`config.mk`:
```
export PLATFORM = sky130hd
export DESIGN_NAME = tile_page_address_generator
export DESIGN_NICKNAME = d
export VERILOG_FILES = /design/src/sv/tpag_pkg.sv /design/src/sv/tpag_cfg_regs.sv /design/src/sv/tpag_ctrl.sv /design/src/sv/tpag_datapath.sv /design/src/sv/tile_page_address_generator.sv
export SDC_FILE = /design/constraint.sdc
export NUM_CORES = 2
export LEC_CHECK = 0
export BUFFER_PORTS_ARGS = -buffer_cell sky130_fd_sc_hd__buf_2
export CAP_MARGIN = 20
export CORE_ASPECT_RATIO = 1.2
export CORE_MARGIN = 4
export CORE_UTILIZATION = 25
export DETAILED_ROUTE_END_ITERATION = 8
export PLACE_DENSITY = 0.49
export SETUP_SLACK_MARGIN = 0.05
export SYNTH_ARGS = -nofsm -noshare
export SYNTH_HDL_FRONTEND = slang
export SYNTH_SLANG_ARGS = --single-unit
```
`constraint.sdc`:
```
create_clock -name clk_i -period 8.3 [get_ports clk_i]
set_input_delay 1.245 -clock clk_i [delete_from_list [all_inputs] [get_ports clk_i]]
set_output_delay 1.245 -clock clk_i [all_outputs]
set_load 0.03 [all_outputs]
```
`src/sv/tpag_pkg.sv`:
```
// shared types and constants of the tile page address generator
// register map, sample formats, controller states, command and status words
// no dependencies
package tpag_pkg;

  // default limits of the traversal
  localparam int MAX_DIM_DEF      = 16384;
  localparam int MAX_TILE_DEF     = 1024;
  localparam int MAX_BORDER_DEF   = 64;
  localparam int MAX_CHANNELS_DEF = 4;

  // configuration port
  localparam int CFG_ADDR_W = 3;
  localparam int CFG_DATA_W = 15;

  // result field widths
  localparam int SRC_IDX_W   = 30;
  localparam int PAGE_ELEM_W = 23;
  localparam int PAGE_BYTE_W = 25;
  localparam int TILE_NUM_W  = 28;

  typedef enum logic [CFG_ADDR_W-1:0] {
    REG_IMAGE_WIDTH   = 3'd0,
    REG_IMAGE_HEIGHT  = 3'd1,
    REG_TILE_SIZE     = 3'd2,
    REG_BORDER_SIZE   = 3'd3,
    REG_CHANNEL_COUNT = 3'd4,
    REG_SAMPLE_FORMAT = 3'd5
  } cfg_reg_e;

  typedef enum logic [1:0] {
    FMT_U8  = 2'd0,
    FMT_U16 = 2'd1,
    FMT_F32 = 2'd2
  } sample_fmt_e;

  typedef struct packed {
    logic [14:0] image_width;
    logic [14:0] image_height;
    logic [10:0] tile_size;
    logic [6:0]  border_size;
    logic [2:0]  channel_count;
    logic [1:0]  sample_format;
  } cfg_t;

  typedef enum logic [1:0] {
    ST_IDLE,
    ST_FETCH,
    ST_MUL,
    ST_EMIT
  } ctrl_state_e;

  // controller to datapath
  typedef struct packed {
    logic accept;  // input word taken this cycle
    logic fetch;   // latch coordinates and advance the position counters
    logic mul;     // row times width product
    logic emit;    // load the output register
  } cmd_t;

  // datapath to controller
  typedef struct packed {
    logic finished;  // traversal done, idle until restart
    logic out_free;  // output register can take a word this cycle
  } sts_t;

endpackage

```
`src/sv/tpag_cfg_regs.sv`:
```
// configuration registers of the tile page address generator
// depends on tpag_pkg
module tpag_cfg_regs (
  input  logic                             clk_i,
  input  logic                             rst_ni,
  input  logic                             cfg_we_i,
  input  logic [tpag_pkg::CFG_ADDR_W-1:0]  cfg_addr_i,
  input  logic [tpag_pkg::CFG_DATA_W-1:0]  cfg_wdata_i,
  output tpag_pkg::cfg_t                   cfg_o
);

  tpag_pkg::cfg_t cfg_q, cfg_d;

  always_comb begin
    cfg_d = cfg_q;
    if (cfg_we_i) begin
      unique case (tpag_pkg::cfg_reg_e'(cfg_addr_i))
        tpag_pkg::REG_IMAGE_WIDTH:   cfg_d.image_width   = cfg_wdata_i[14:0];
        tpag_pkg::REG_IMAGE_HEIGHT:  cfg_d.image_height  = cfg_wdata_i[14:0];
        tpag_pkg::REG_TILE_SIZE:     cfg_d.tile_size     = cfg_wdata_i[10:0];
        tpag_pkg::REG_BORDER_SIZE:   cfg_d.border_size   = cfg_wdata_i[6:0];
        tpag_pkg::REG_CHANNEL_COUNT: cfg_d.channel_count = cfg_wdata_i[2:0];
        tpag_pkg::REG_SAMPLE_FORMAT: cfg_d.sample_format = cfg_wdata_i[1:0];
        default: ;  // unmapped index, ignored
      endcase
    end
  end

  always_ff @(posedge clk_i or negedge rst_ni) begin
    if (!rst_ni) begin
      cfg_q.image_width   <= 15'd1;
      cfg_q.image_height  <= 15'd1;
      cfg_q.tile_size     <= 11'd1;
      cfg_q.border_size   <= 7'd0;
      cfg_q.channel_count <= 3'd1;
      cfg_q.sample_format <= 2'd0;
    end else begin
      cfg_q <= cfg_d;
    end
  end

  assign cfg_o = cfg_q;

endmodule

```
`src/sv/tpag_ctrl.sv`:
```
// sequencing controller of the tile page address generator
// fetch, multiply and emit steps per word; depends on tpag_pkg
module tpag_ctrl (
  input  logic            clk_i,
  input  logic            rst_ni,
  input  logic            in_valid_i,
  output logic            in_stall_o,
  input  tpag_pkg::sts_t  sts_i,
  output tpag_pkg::cmd_t  cmd_o
);

  tpag_pkg::ctrl_state_e state_q, state_d;

  always_ff @(posedge clk_i or negedge rst_ni) begin
    if (!rst_ni) begin
      state_q <= tpag_pkg::ST_IDLE;
    end else begin
      state_q <= state_d;
    end
  end

  always_comb begin
    state_d    = state_q;
    in_stall_o = 1'b1;
    cmd_o      = '0;
    unique case (state_q)
      tpag_pkg::ST_IDLE: begin
        in_stall_o = 1'b0;
        if (in_valid_i) begin
          cmd_o.accept = 1'b1;
          state_d      = tpag_pkg::ST_FETCH;
        end
      end
      tpag_pkg::ST_FETCH: begin
        if (sts_i.finished) begin
          state_d = tpag_pkg::ST_IDLE;  // no element for this word
        end else begin
          cmd_o.fetch = 1'b1;
          state_d     = tpag_pkg::ST_MUL;
        end
      end
      tpag_pkg::ST_MUL: begin
        cmd_o.mul = 1'b1;
        state_d   = tpag_pkg::ST_EMIT;
      end
      tpag_pkg::ST_EMIT: begin
        if (sts_i.out_free) begin
          cmd_o.emit = 1'b1;
          in_stall_o = 1'b0;
          if (in_valid_i) begin
            cmd_o.accept = 1'b1;
            state_d      = tpag_pkg::ST_FETCH;
          end else begin
            state_d = tpag_pkg::ST_IDLE;
          end
        end
      end
      default: state_d = tpag_pkg::ST_IDLE;
    endcase
  end

endmodule

```
`src/sv/tpag_datapath.sv`:
```
// datapath of the tile page address generator
// position counters, clamping, index multiply and output register; depends on tpag_pkg
module tpag_datapath #(
  parameter int MAX_DIM      = tpag_pkg::MAX_DIM_DEF,
  parameter int MAX_TILE     = tpag_pkg::MAX_TILE_DEF,
  parameter int MAX_BORDER   = tpag_pkg::MAX_BORDER_DEF,
  parameter int MAX_CHANNELS = tpag_pkg::MAX_CHANNELS_DEF
) (
  input  logic                               clk_i,
  input  logic                               rst_ni,
  input  tpag_pkg::cfg_t                     cfg_i,
  input  tpag_pkg::cmd_t                     cmd_i,
  output tpag_pkg::sts_t                     sts_o,
  input  logic                               restart_i,
  input  logic                               out_stall_i,
  output logic                               out_valid_o,
  output logic [tpag_pkg::SRC_IDX_W-1:0]     source_index_o,
  output logic [tpag_pkg::PAGE_ELEM_W-1:0]   page_element_o,
  output logic [tpag_pkg::PAGE_BYTE_W-1:0]   page_byte_offset_o,
  output logic [tpag_pkg::TILE_NUM_W-1:0]    tile_number_o,
  output logic                               last_in_tile_o,
  output logic                               last_in_image_o
);

  localparam int SIW = tpag_pkg::SRC_IDX_W;
  localparam int PEW = tpag_pkg::PAGE_ELEM_W;
  localparam int PBW = tpag_pkg::PAGE_BYTE_W;
  localparam int TNW = tpag_pkg::TILE_NUM_W;
  // clamped image dimension, origin / source coordinate
  localparam int DW  = $clog2(MAX_DIM + 1);
  localparam int OW  = (MAX_DIM > 1) ? $clog2(MAX_DIM) : 1;
  localparam int TW  = $clog2(MAX_TILE + 1);
  localparam int BW  = (MAX_BORDER > 0) ? $clog2(MAX_BORDER + 1) : 1;
  localparam int PW  = $clog2(MAX_TILE + 2 * MAX_BORDER + 1);
  localparam int CHW = $clog2(MAX_CHANNELS + 1);
  localparam int CCW = (MAX_CHANNELS > 1) ? $clog2(MAX_CHANNELS) : 1;
  // common width of the position compares
  localparam int AW  = ((DW > PW) ? DW : PW) + 1;

  function automatic logic [AW-1:0] tile_extent(input logic [AW-1:0] org,
                                                input logic [AW-1:0] dim,
                                                input logic [AW-1:0] tsz);
    logic [AW-1:0] rem;
    rem = dim - org;
    if (org >= dim) return AW'(1);
    return (rem < tsz) ? rem : tsz;
  endfunction

  function automatic logic [AW-1:0] clamp_coord(input logic [AW-1:0] s,
                                                input logic [AW-1:0] b,
                                                input logic [AW-1:0] dim);
    logic [AW-1:0] t;
    t = s - b;
    if (s < b) return '0;
    return (t > dim - AW'(1)) ? dim - AW'(1) : t;
  endfunction

  // limited register values
  logic [DW-1:0]  w, h;
  logic [TW-1:0]  ts;
  logic [BW-1:0]  bs;
  logic [CHW-1:0] nc;

  always_comb begin
    w  = (cfg_i.image_width == '0) ? DW'(1) :
         (32'(cfg_i.image_width) > MAX_DIM) ? DW'(MAX_DIM) : DW'(cfg_i.image_width);
    h  = (cfg_i.image_height == '0) ? DW'(1) :
         (32'(cfg_i.image_height) > MAX_DIM) ? DW'(MAX_DIM) : DW'(cfg_i.image_height);
    ts = (cfg_i.tile_size == '0) ? TW'(1) :
         (32'(cfg_i.tile_size) > MAX_TILE) ? TW'(MAX_TILE) : TW'(cfg_i.tile_size);
    bs = (32'(cfg_i.border_size) > MAX_BORDER) ? BW'(MAX_BORDER) : BW'(cfg_i.border_size);
    nc = (cfg_i.channel_count == '0) ? CHW'(1) :
         (32'(cfg_i.channel_count) > MAX_CHANNELS) ? CHW'(MAX_CHANNELS) :
                                                     CHW'(cfg_i.channel_count);
  end

  // traversal position
  logic [OW-1:0]  ox_q, ox_d, oy_q, oy_d;
  logic [PW-1:0]  px_q, px_d, py_q, py_d;
  logic [CCW-1:0] ch_q, ch_d;
  logic [TNW-1:0] tile_q, tile_d;
  logic [PEW-1:0] pec_q, pec_d;
  logic           finished_q, finished_d;

  // fetch stage
  logic [OW-1:0]  sx_q, sy_q;
  logic [CCW-1:0] chs_q;
  logic [PEW-1:0] pecs_q;
  logic [TNW-1:0] tiles_q;
  logic           lt_q, li_q;
  // multiply stage
  logic [OW+DW-1:0] prod_q;

  logic [AW-1:0] aw, ah, ats, abd, aox, aoy, pgw, pgh, nx_ox, nx_oy;
  logic [AW-1:0] sx_full, sy_full;
  logic          end_c, end_x, end_y, more_x, more_y, last_tile;

  always_comb begin
    aw    = AW'(w);
    ah    = AW'(h);
    ats   = AW'(ts);
    abd   = AW'(bs);
    aox   = AW'(ox_q);
    aoy   = AW'(oy_q);
    pgw   = tile_extent(aox, aw, ats) + (abd << 1);
    pgh   = tile_extent(aoy, ah, ats) + (abd << 1);
    sx_full = clamp_coord(aox + AW'(px_q), abd, aw);
    sy_full = clamp_coord(aoy + AW'(py_q), abd, ah);
    nx_ox = aox + ats;
    nx_oy = aoy + ats;
    end_c = (AW'(ch_q) + AW'(1)) >= AW'(nc);
    end_x = (AW'(px_q) + AW'(1)) >= pgw;
    end_y = (AW'(py_q) + AW'(1)) >= pgh;
    more_x = nx_ox < aw;
    more_y = nx_oy < ah;
    last_tile = !more_x && !more_y;
  end

  // next position, channel fastest then column, row and tile
  always_comb begin
    ox_d = ox_q; oy_d = oy_q; px_d = px_q; py_d = py_q;
    ch_d = ch_q; tile_d = tile_q; pec_d = pec_q; finished_d = finished_q;
    if (cmd_i.accept && restart_i) begin
      ox_d = '0; oy_d = '0; px_d = '0; py_d = '0;
      ch_d = '0; tile_d = '0; pec_d = '0; finished_d = 1'b0;
    end else if (cmd_i.fetch) begin
      pec_d = pec_q + PEW'(1);
      if (!end_c) begin
        ch_d = ch_q + CCW'(1);
      end else begin
        ch_d = '0;
        if (!end_x) begin
          px_d = px_q + PW'(1);
        end else begin
          px_d = '0;
          if (!end_y) begin
            py_d = py_q + PW'(1);
          end else begin
            py_d   = '0;
            pec_d  = '0;
            tile_d = tile_q + TNW'(1);
            if (more_x) begin
              ox_d = OW'(nx_ox);
            end else begin
              ox_d = '0;
              if (more_y) begin
                oy_d = OW'(nx_oy);
              end else begin
                oy_d       = '0;
                finished_d = 1'b1;
              end
            end
          end
        end
      end
    end
  end

  always_ff @(posedge clk_i or negedge rst_ni) begin
    if (!rst_ni) begin
      ox_q       <= '0;
      oy_q       <= '0;
      px_q       <= '0;
      py_q       <= '0;
      ch_q       <= '0;
      tile_q     <= '0;
      pec_q      <= '0;
      finished_q <= 1'b1;
    end else begin
      ox_q       <= ox_d;
      oy_q       <= oy_d;
      px_q       <= px_d;
      py_q       <= py_d;
      ch_q       <= ch_d;
      tile_q     <= tile_d;
      pec_q      <= pec_d;
      finished_q <= finished_d;
    end
  end

  // stage registers, payload only
  always_ff @(posedge clk_i) begin
    if (cmd_i.fetch) begin
      sx_q    <= OW'(sx_full);
      sy_q    <= OW'(sy_full);
      chs_q   <= ch_q;
      pecs_q  <= pec_q;
      tiles_q <= tile_q;
      lt_q    <= end_c && end_x && end_y;
      li_q    <= end_c && end_x && end_y && last_tile;
    end
    if (cmd_i.mul) begin
      prod_q <= (OW+DW)'(sy_q) * (OW+DW)'(w);
    end
  end

  // emit: (row * width + column) * channels + channel, wraps in the field width
  logic [SIW-1:0] src_d;
  logic [PBW-1:0] byte_d;

  always_comb begin
    src_d = (SIW'(prod_q) + SIW'(sx_q)) * SIW'(nc) + SIW'(chs_q);
    case (tpag_pkg::sample_fmt_e'(cfg_i.sample_format))
      tpag_pkg::FMT_U8:  byte_d = PBW'(pecs_q);
      tpag_pkg::FMT_U16: byte_d = PBW'({pecs_q, 1'b0});
      default:           byte_d = PBW'({pecs_q, 2'b00});  // float and the unused code
    endcase
  end

  logic out_valid_q;

  always_ff @(posedge clk_i or negedge rst_ni) begin
    if (!rst_ni) begin
      out_valid_q <= 1'b0;
    end else if (cmd_i.emit) begin
      out_valid_q <= 1'b1;
    end else if (!out_stall_i) begin
      out_valid_q <= 1'b0;
    end
  end

  always_ff @(posedge clk_i) begin
    if (cmd_i.emit) begin
      source_index_o     <= src_d;
      page_element_o     <= pecs_q;
      page_byte_offset_o <= byte_d;
      tile_number_o      <= tiles_q;
      last_in_tile_o     <= lt_q;
      last_in_image_o    <= li_q;
    end
  end

  assign out_valid_o     = out_valid_q;
  assign sts_o.finished  = finished_q;
  assign sts_o.out_free  = !out_valid_q || !out_stall_i;

endmodule

```
`src/sv/tile_page_address_generator.sv`:
```
// top level of the tile page address generator
// joins tpag_cfg_regs, tpag_ctrl and tpag_datapath; depends on tpag_pkg
//
// Walks an image tile by tile, row-major, and gives one element per input word:
// channel fastest, then page column, page row and tile. Each page is a tile with
// border_size pixels added on every side; source coordinates clamp to the image
// edge so the border repeats the edge pixels. A word with restart set starts over
// at the first element and returns it; after the element flagged last_in_image the
// block returns nothing until a restart. Each element goes through fetch and advance
// the counters, the row-times-width multiply and the output register load, in that
// order; the next word is taken in the cycle the output register loads, so no word
// is taken before the last one reaches it, and a word that finds the block finished
// is dropped without an element. The output register holds a word while the far side
// stalls without blocking the next word's fetch and multiply. The user must write the
// registers only while no word is in flight; the block itself does not enforce it.
// A register index beyond the map is ignored.
module tile_page_address_generator #(
  parameter int MAX_DIM      = tpag_pkg::MAX_DIM_DEF,
  parameter int MAX_TILE     = tpag_pkg::MAX_TILE_DEF,
  parameter int MAX_BORDER   = tpag_pkg::MAX_BORDER_DEF,
  parameter int MAX_CHANNELS = tpag_pkg::MAX_CHANNELS_DEF
) (
  input  logic                              clk_i,
  input  logic                              rst_ni,
  // register write port
  input  logic                              cfg_we_i,
  input  logic [tpag_pkg::CFG_ADDR_W-1:0]   cfg_addr_i,
  input  logic [tpag_pkg::CFG_DATA_W-1:0]   cfg_wdata_i,
  // step request word
  input  logic                              in_valid_i,
  output logic                              in_stall_o,
  input  logic                              restart_i,
  // element word
  output logic                              out_valid_o,
  input  logic                              out_stall_i,
  output logic [tpag_pkg::SRC_IDX_W-1:0]    source_index_o,
  output logic [tpag_pkg::PAGE_ELEM_W-1:0]  page_element_o,
  output logic [tpag_pkg::PAGE_BYTE_W-1:0]  page_byte_offset_o,
  output logic [tpag_pkg::TILE_NUM_W-1:0]   tile_number_o,
  output logic                              last_in_tile_o,
  output logic                              last_in_image_o
);

  tpag_pkg::cfg_t cfg;
  tpag_pkg::cmd_t cmd;
  tpag_pkg::sts_t sts;

  // raw register values, limits applied in the datapath
  tpag_cfg_regs u_cfg_regs (
    .clk_i       (clk_i),
    .rst_ni      (rst_ni),
    .cfg_we_i    (cfg_we_i),
    .cfg_addr_i  (cfg_addr_i),
    .cfg_wdata_i (cfg_wdata_i),
    .cfg_o       (cfg)
  );

  // step sequencer, owns the input handshake
  tpag_ctrl u_ctrl (
    .clk_i      (clk_i),
    .rst_ni     (rst_ni),
    .in_valid_i (in_valid_i),
    .in_stall_o (in_stall_o),
    .sts_i      (sts),
    .cmd_o      (cmd)
  );

  // counters, clamp, index arithmetic and the output register
  tpag_datapath #(
    .MAX_DIM      (MAX_DIM),
    .MAX_TILE     (MAX_TILE),
    .MAX_BORDER   (MAX_BORDER),
    .MAX_CHANNELS (MAX_CHANNELS)
  ) u_datapath (
    .clk_i              (clk_i),
    .rst_ni             (rst_ni),
    .cfg_i              (cfg),
    .cmd_i              (cmd),
    .sts_o              (sts),
    .restart_i          (restart_i),
    .out_stall_i        (out_stall_i),
    .out_valid_o        (out_valid_o),
    .source_index_o     (source_index_o),
    .page_element_o     (page_element_o),
    .page_byte_offset_o (page_byte_offset_o),
    .tile_number_o      (tile_number_o),
    .last_in_tile_o     (last_in_tile_o),
    .last_in_image_o    (last_in_image_o)
  );

endmodule

```
# Word level (Yosys, flattened, before mapping)

Cells that the tools add are included.

$mul: 2
Shift operators: 0
Div/mod/pow operators: 0
Multiplexer cells: 85
Add/sub/neg operators: 22
Order comparisons: 18
Equality and inequality tests: 14
Reduce and logical (&&, ||, !) cells: 33
Bitwise logic cells: 0

Operator list:

| kind                    | count |
|---|---|
| $mux W14                | 19 |
| $mux W28                | 5 |
| $mux W11                | 11 |
| $mux W23                | 5 |
| $mux W16                | 6 |
| $add A14 B11 Y15        | 4 |
| $mux W15                | 4 |
| $pmux W25 S2            | 1 |
| $add A16 B8 Y16         | 2 |
| $ge A16 B16 Y1          | 2 |
| $gt A16 B16 Y1          | 2 |
| $lt A16 B11 Y1          | 2 |
| $lt A16 B15 Y1          | 2 |
| $lt A16 B7 Y1           | 2 |
| $sub A15 B1 Y16 const B | 2 |
| $sub A15 B14 Y16        | 2 |
| $sub A15 B7 Y16         | 2 |
| $add A29 B14 Y30        | 1 |
| $add A30 B2 Y30         | 1 |
| $ge A14 B15 Y1          | 2 |
| $gt A15 B15 Y1 const B  | 2 |
| $logic_not A15 Y1       | 2 |
| $mul A30 B3 Y30         | 1 |
| $mul A14 B15 Y29        | 1 |
| other kinds (35)        | 91 |

Bits in latches: 0
Memories kept: 0
Register bits: 380
Logic and storage cells: 204
Output and inout bits: 110
Bits in writable memories: 0
Bits in read-only memories: 0

# Depth between registers and ports, before layout

Word-level depth: 14
Depth in mapped cells: 44
Depth with buffers taken out: 40

# Modules after synthesis

A second synthesis with hierarchy kept.

Cell total of the unflattened synthesis: 3547
Area total of the unflattened synthesis: 34206.6 sq um

Modules (own cells, without submodules):

| module        | seq. area each (sq um) | area each (sq um) | cells an instance | times used |
|---|---|---|---|---|
| tpag_datapath | 9235.1                 | 31954.4           | 3410              | 1 |
| tpag_cfg_regs | 1331.3                 | 2037.0            | 116               | 1 |
| tpag_ctrl     | 50.0                   | 215.2             | 21                | 1 |

# Worst setup path before layout

OpenSTA, ideal clock, no wires.

Kind: input -> output
From: in out_stall_i
To: out in_stall_o
Required time: 7.055 ns
Slack: -0.735 ns
Cell stages on the path: 2
Arrival: 7.790 ns
Buffers on the path: 0
Cell sequence: a21oi_1 -> a21oi_1

Word-level cells in the longest chain between the ends: 4

Ends and longest elaborated chain:

| what               | line                              | text |
|---|---|---|
| from (decl)        | tile_page_address_generator.sv:35 | `input logic out_stall_i,` |
| $logic_not A1 Y1   | n/a                               |  |
| $logic_or A1 B1 Y1 | tpag_datapath.sv:235              | `assign sts_o.out_free = !out_valid_q \|\| !out_stall_i;` |
| $mux W1            | tpag_ctrl.sv:47                   | `if (sts_i.out_free) begin` |
| $pmux W1 S2        | tpag_ctrl.sv:26                   | `unique case (state_q)` |
| to (decl)          | tile_page_address_generator.sv:31 | `output logic in_stall_o,` |

Every way passes these cells.

# Final worst setup path

From: reg u_cfg_regs.cfg_q, in the netlist u_cfg_regs.cfg_o[27]
To: reg u_datapath.pec_q[20]

Word-level cells in the longest chain between the ends: 14
Elaborated cells on any way between the ends: 17

Ends and longest elaborated chain:

| what                   | line                 | text |
|---|---|---|
| from (decl)            | tpag_cfg_regs.sv:12  | `tpag_pkg::cfg_t cfg_q, cfg_d;` |
| from (signal assigned) | tpag_cfg_regs.sv:38  | `cfg_q <= cfg_d;` |
| $gt A15 B15 Y1         | tpag_datapath.sv:68  | `(32'(cfg_i.image_height) > MAX_DIM) ? DW'(MAX_DIM) : DW'(cfg_i.image_height);` |
| $mux W15               | tpag_datapath.sv:68  |  |
| $mux W15 *             | tpag_datapath.sv:67  | `h = (cfg_i.image_height == '0) ? DW'(1) :` |
| $sub A15 B14 Y16       | tpag_datapath.sv:44  | `rem = dim - org;` |
| $lt A16 B11 Y1         | tpag_datapath.sv:46  | `return (rem < tsz) ? rem : tsz;` |
| $mux W16               | tpag_datapath.sv:46  |  |
| $mux W16 *             | tpag_datapath.sv:46  |  |
| $add A16 B8 Y16 *      | tpag_datapath.sv:106 | `pgh = tile_extent(aoy, ah, ats) + (abd << 1);` |
| $ge A16 B16 Y1 *       | tpag_datapath.sv:113 | `end_y = (AW'(py_q) + AW'(1)) >= pgh;` |
| $mux W23 *             | tpag_datapath.sv:136 | `if (!end_y) begin` |
| $mux W23 *             | tpag_datapath.sv:132 | `if (!end_x) begin` |
| $mux W23 *             | tpag_datapath.sv:128 | `if (!end_c) begin` |
| $mux W23 *             | tpag_datapath.sv:126 | `end else if (cmd_i.fetch) begin` |
| $mux W23 *             | tpag_datapath.sv:123 | `if (cmd_i.accept && restart_i) begin` |
| to (signal assigned)   | tpag_datapath.sv:176 | `pec_q <= pec_d;` |
| to (decl)              | tpag_datapath.sv:82  | `logic [PEW-1:0] pec_q, pec_d;` |

Every way passes the cells marked *; elsewhere a longest branch is shown, timed or not. The select of a mux whose other input is x is not followed.
A chain may end at the register's enable or synchronous reset.

==> flow_metrics.tcl <==
set metrics [dict create \
    crit_fanout 6 \
    grt.overflow.total 0 \
    min_path_type "flop to flop" \
    gr-usage-all-layers_pct 13.2 \
    ios 134 \
    dr.pass1.iters 5 \
    critical_path.top_delay_family "compound AO/OA/AOI/OAI gates" \
    async_reset_ff_share_pct 42.1 \
    routabilityCongestion 0.881 \
    wl_per_cell_um 16.9 \
    syn-cell-area_mm2 0.0336 \
    cts_buffers 43 \
    synth-edff-count 220 \
    drive_gt1_share_pct 13.7 \
    end_kind "flop" \
    synth_seq_area_share_pct 31.6 \
    dieArea_mm2 0.140 \
    worst_ep_required_time_ns 8.79 \
    cts_tree "built" \
    synth_compound_area_share_pct 12.6 \
    max_freq_mhz 127 \
    die_x_um 343 \
    critPathKind "flop to flop" \
    ys_ff_latch 380 \
    crit_buf_inv 6 \
    clkTransAtPathRegs_ns 0.06 \
    die_h_um 410 \
    clockRootBuffer "clkbuf_16" \
    synth_top_family_by_area "adder cells" \
    totalWireLength_um 93600 \
    final.setup_skew_ns 0.0496 \
    dp.final_hpwl_um 73500 \
    status "completed" \
    io_buffers 133 \
    drtAntennaViolNets 0 \
    htreeDepth 2 \
    muxShareOfSynthArea_pct 2.99 \
    areaGrowthSynthToFinish_pct 17.1 \
    rsz0062_at_grt "true" \
    cp_slowest_cell "or4_4" \
    period_share_pct 94.9 \
    synth-simple-area-share_pct 15.5 \
    core_mm2 0.134 \
    synth-xor-area-share_pct 6.15 \
    finalHoldViolCount 0 \
    synthFlopType "edfxtp_1" \
    antenna_found_initial 12 \
    whs_ns 0.413 \
    design_area_mm2 0.0393 \
    relSlewSlack_pct 27.5 \
    drv_cap 0 \
    drt-initial-drc-count 1366 \
    rows 147 \
    synth_cells 3476 \
    crit_top_cell "buf_4" \
    tightest_slew_ns 1.08 \
    slowest_delay_ns 0.51 \
    arrival_ns 8.36 \
    min_period_ns 7.88 \
    via_count 25600 \
    setup_viol 0 \
    drc 0 \
    drv_slew 0 \
    synthDistinctLibCells 92 \
    synth_area_per_cell_um2 9.66 \
    synth_warnings 0 \
    finalSetupTns_ns 0 \
    fillers 14100 \
    grt_pass1_wl_um 147000 \
    initial_core_util_pct 25.1 \
    clkSinkCount 380 \
    vias_per_cell 4.62 \
    grt_max_degree 89 \
    worstSkewPairLatency_ns 0.63 \
    start_kind "flop" \
    grt_pass1_vias 26000 \
    post_dp_cell_area_mm2 0.0373 \
    synth_adder_area_share_pct 25.8 \
    clock_path_buffers 3 \
    nNetsFinal 4304 \
]
-- Yosys cell counts, drive strengths merged, types with 98 or more instances --
cell type    n  area, um2
inv        361       1360
o21ai      152        761
edfxtp     220       6610
ha         385       4820
xnor2      171       1500
nor2       213        800
and2       101        632
a21oi      160        805
clkbuf      98        368
dfrtp      155       3880
fa         192       3840
nand2      372       1400
-- state kept, by name (all words and copies together), names as in the netlist, 2 cells and up, named ones only --
signal and cells:
u_datapath.prod_q 29, u_datapath.source_index_o 30, u_datapath.page_byte_offset_o 25, u_datapath.tile_number_o 28
u_datapath.tile_q 28, u_datapath.py_q 11, u_datapath.px_q 11, u_datapath.oy_q 14
u_datapath.tiles_q 28, u_datapath.ox_q 14, u_datapath.sy_q 14, u_datapath.page_element_o 23
u_datapath.chs_q 2, u_datapath.pec_q 23, u_cfg_regs.cfg_o 53, u_datapath.ch_q 2
u_datapath.sx_q 14, u_datapath.pecs_q 23
-- logic make-up after synthesis --
logic type      after synthesis
simple gates               1074
other cells                   1
flops                       380
buf+inv                     473
mux                          94
fa+ha+maj                   577
xor+xnor                    236
compound gates              641
-- through the flow --
stage / worst slack (ns) / std cells / utilization (%)
global route: -0.0392 / 5526 / 29.4
finish: 0.424 / 5530 / 29.4
CTS: 0.0647 / 5510 / 29.0
global placement: 0.0579 / 5429 / 27.9
detailed placement: -0.0406 / 5429 / 27.9
floorplan: 0.161 / 3477 / -
-- cell type report --
| cell class | instances | area, um2 | area share [%] |
|---|---|---|---|
| antenna | 4 | 10.0 | 0.0254 |
| clock buffer | 55 | 1150 | 2.93 |
| clock inverter | 25 | 334 | 0.849 |
| inverter | 363 | 1360 | 3.47 |
| multi-input combinational | 2624 | 21700 | 55.0 |
| sequential | 380 | 10600 | 27.0 |
| tap | 1788 | 2240 | 5.69 |
| timing repair buffer | 291 | 1970 | 5.01 |
-- path summary, 6_finish.rpt --
check	start	end	slack [ns]	cells past startpoint
max	u_cfg_regs.cfg_o[27]	u_datapath.pec_q[20]	0.42	44
min	u_datapath.tiles_q[10]	u_datapath.tile_number_o[10]	0.41	0
max reg2reg	u_cfg_regs.cfg_o[27]	u_datapath.pec_q[20]	0.42	44
min reg2reg	u_datapath.tiles_q[10]	u_datapath.tile_number_o[10]	0.41	0
max in group asynchronous	rst_ni	u_cfg_regs.cfg_o[2]	6.29	3
min in group asynchronous	rst_ni	u_datapath.oy_q[8]	0.73	1
-- layer usage --
| layer | track usage, % | vias up | routed length [um] |
|---|---|---|---|
| met4 | 4.61 | 10 | 3320 |
| met1 | 16.7 | 12400 | 41600 |
| li1 | - | 12500 | - |
| met2 | 22.8 | 474 | 44700 |
| met5 | 0 | - | 75 |
| met3 | 1.92 | 153 | 3900 |
-- cells in the final DEF (no fill, tap or decap), types with 17 or more instances in the layout --
master     instances
ha_1             378
nand2_1          372
inv_1            359
edfxtp_1         220
nor2_1           209
fa_1             188
xnor2_1          169
dfrtp_1          155
buf_4            147
a21oi_1          145
o21ai_0          136
buf_2            132
and2_1           100
nand3_1           96
a21o_1            65
xor2_1            65
mux2_2            47
nor2b_1           46
mux2i_1           46
and3_1            46
clkbuf_16         43
nor3_1            40
a211oi_1          38
nand2b_1          31
o21bai_1          30
o21a_1            28
nand4_1           25
a22o_1            23
or3_1             17
-- timing repair --
item,in CTS,in global routing
hold buffers,0,0
endpoints found under the setup margin,48,104
pin swaps,1,40
setup buffers,1,11
gates resized for setup,2,75
cloned,0,2
Power is left out: the tool's default activity adds up to more than one toggle a clock period on the data nets, which glitch-free logic cannot reach.
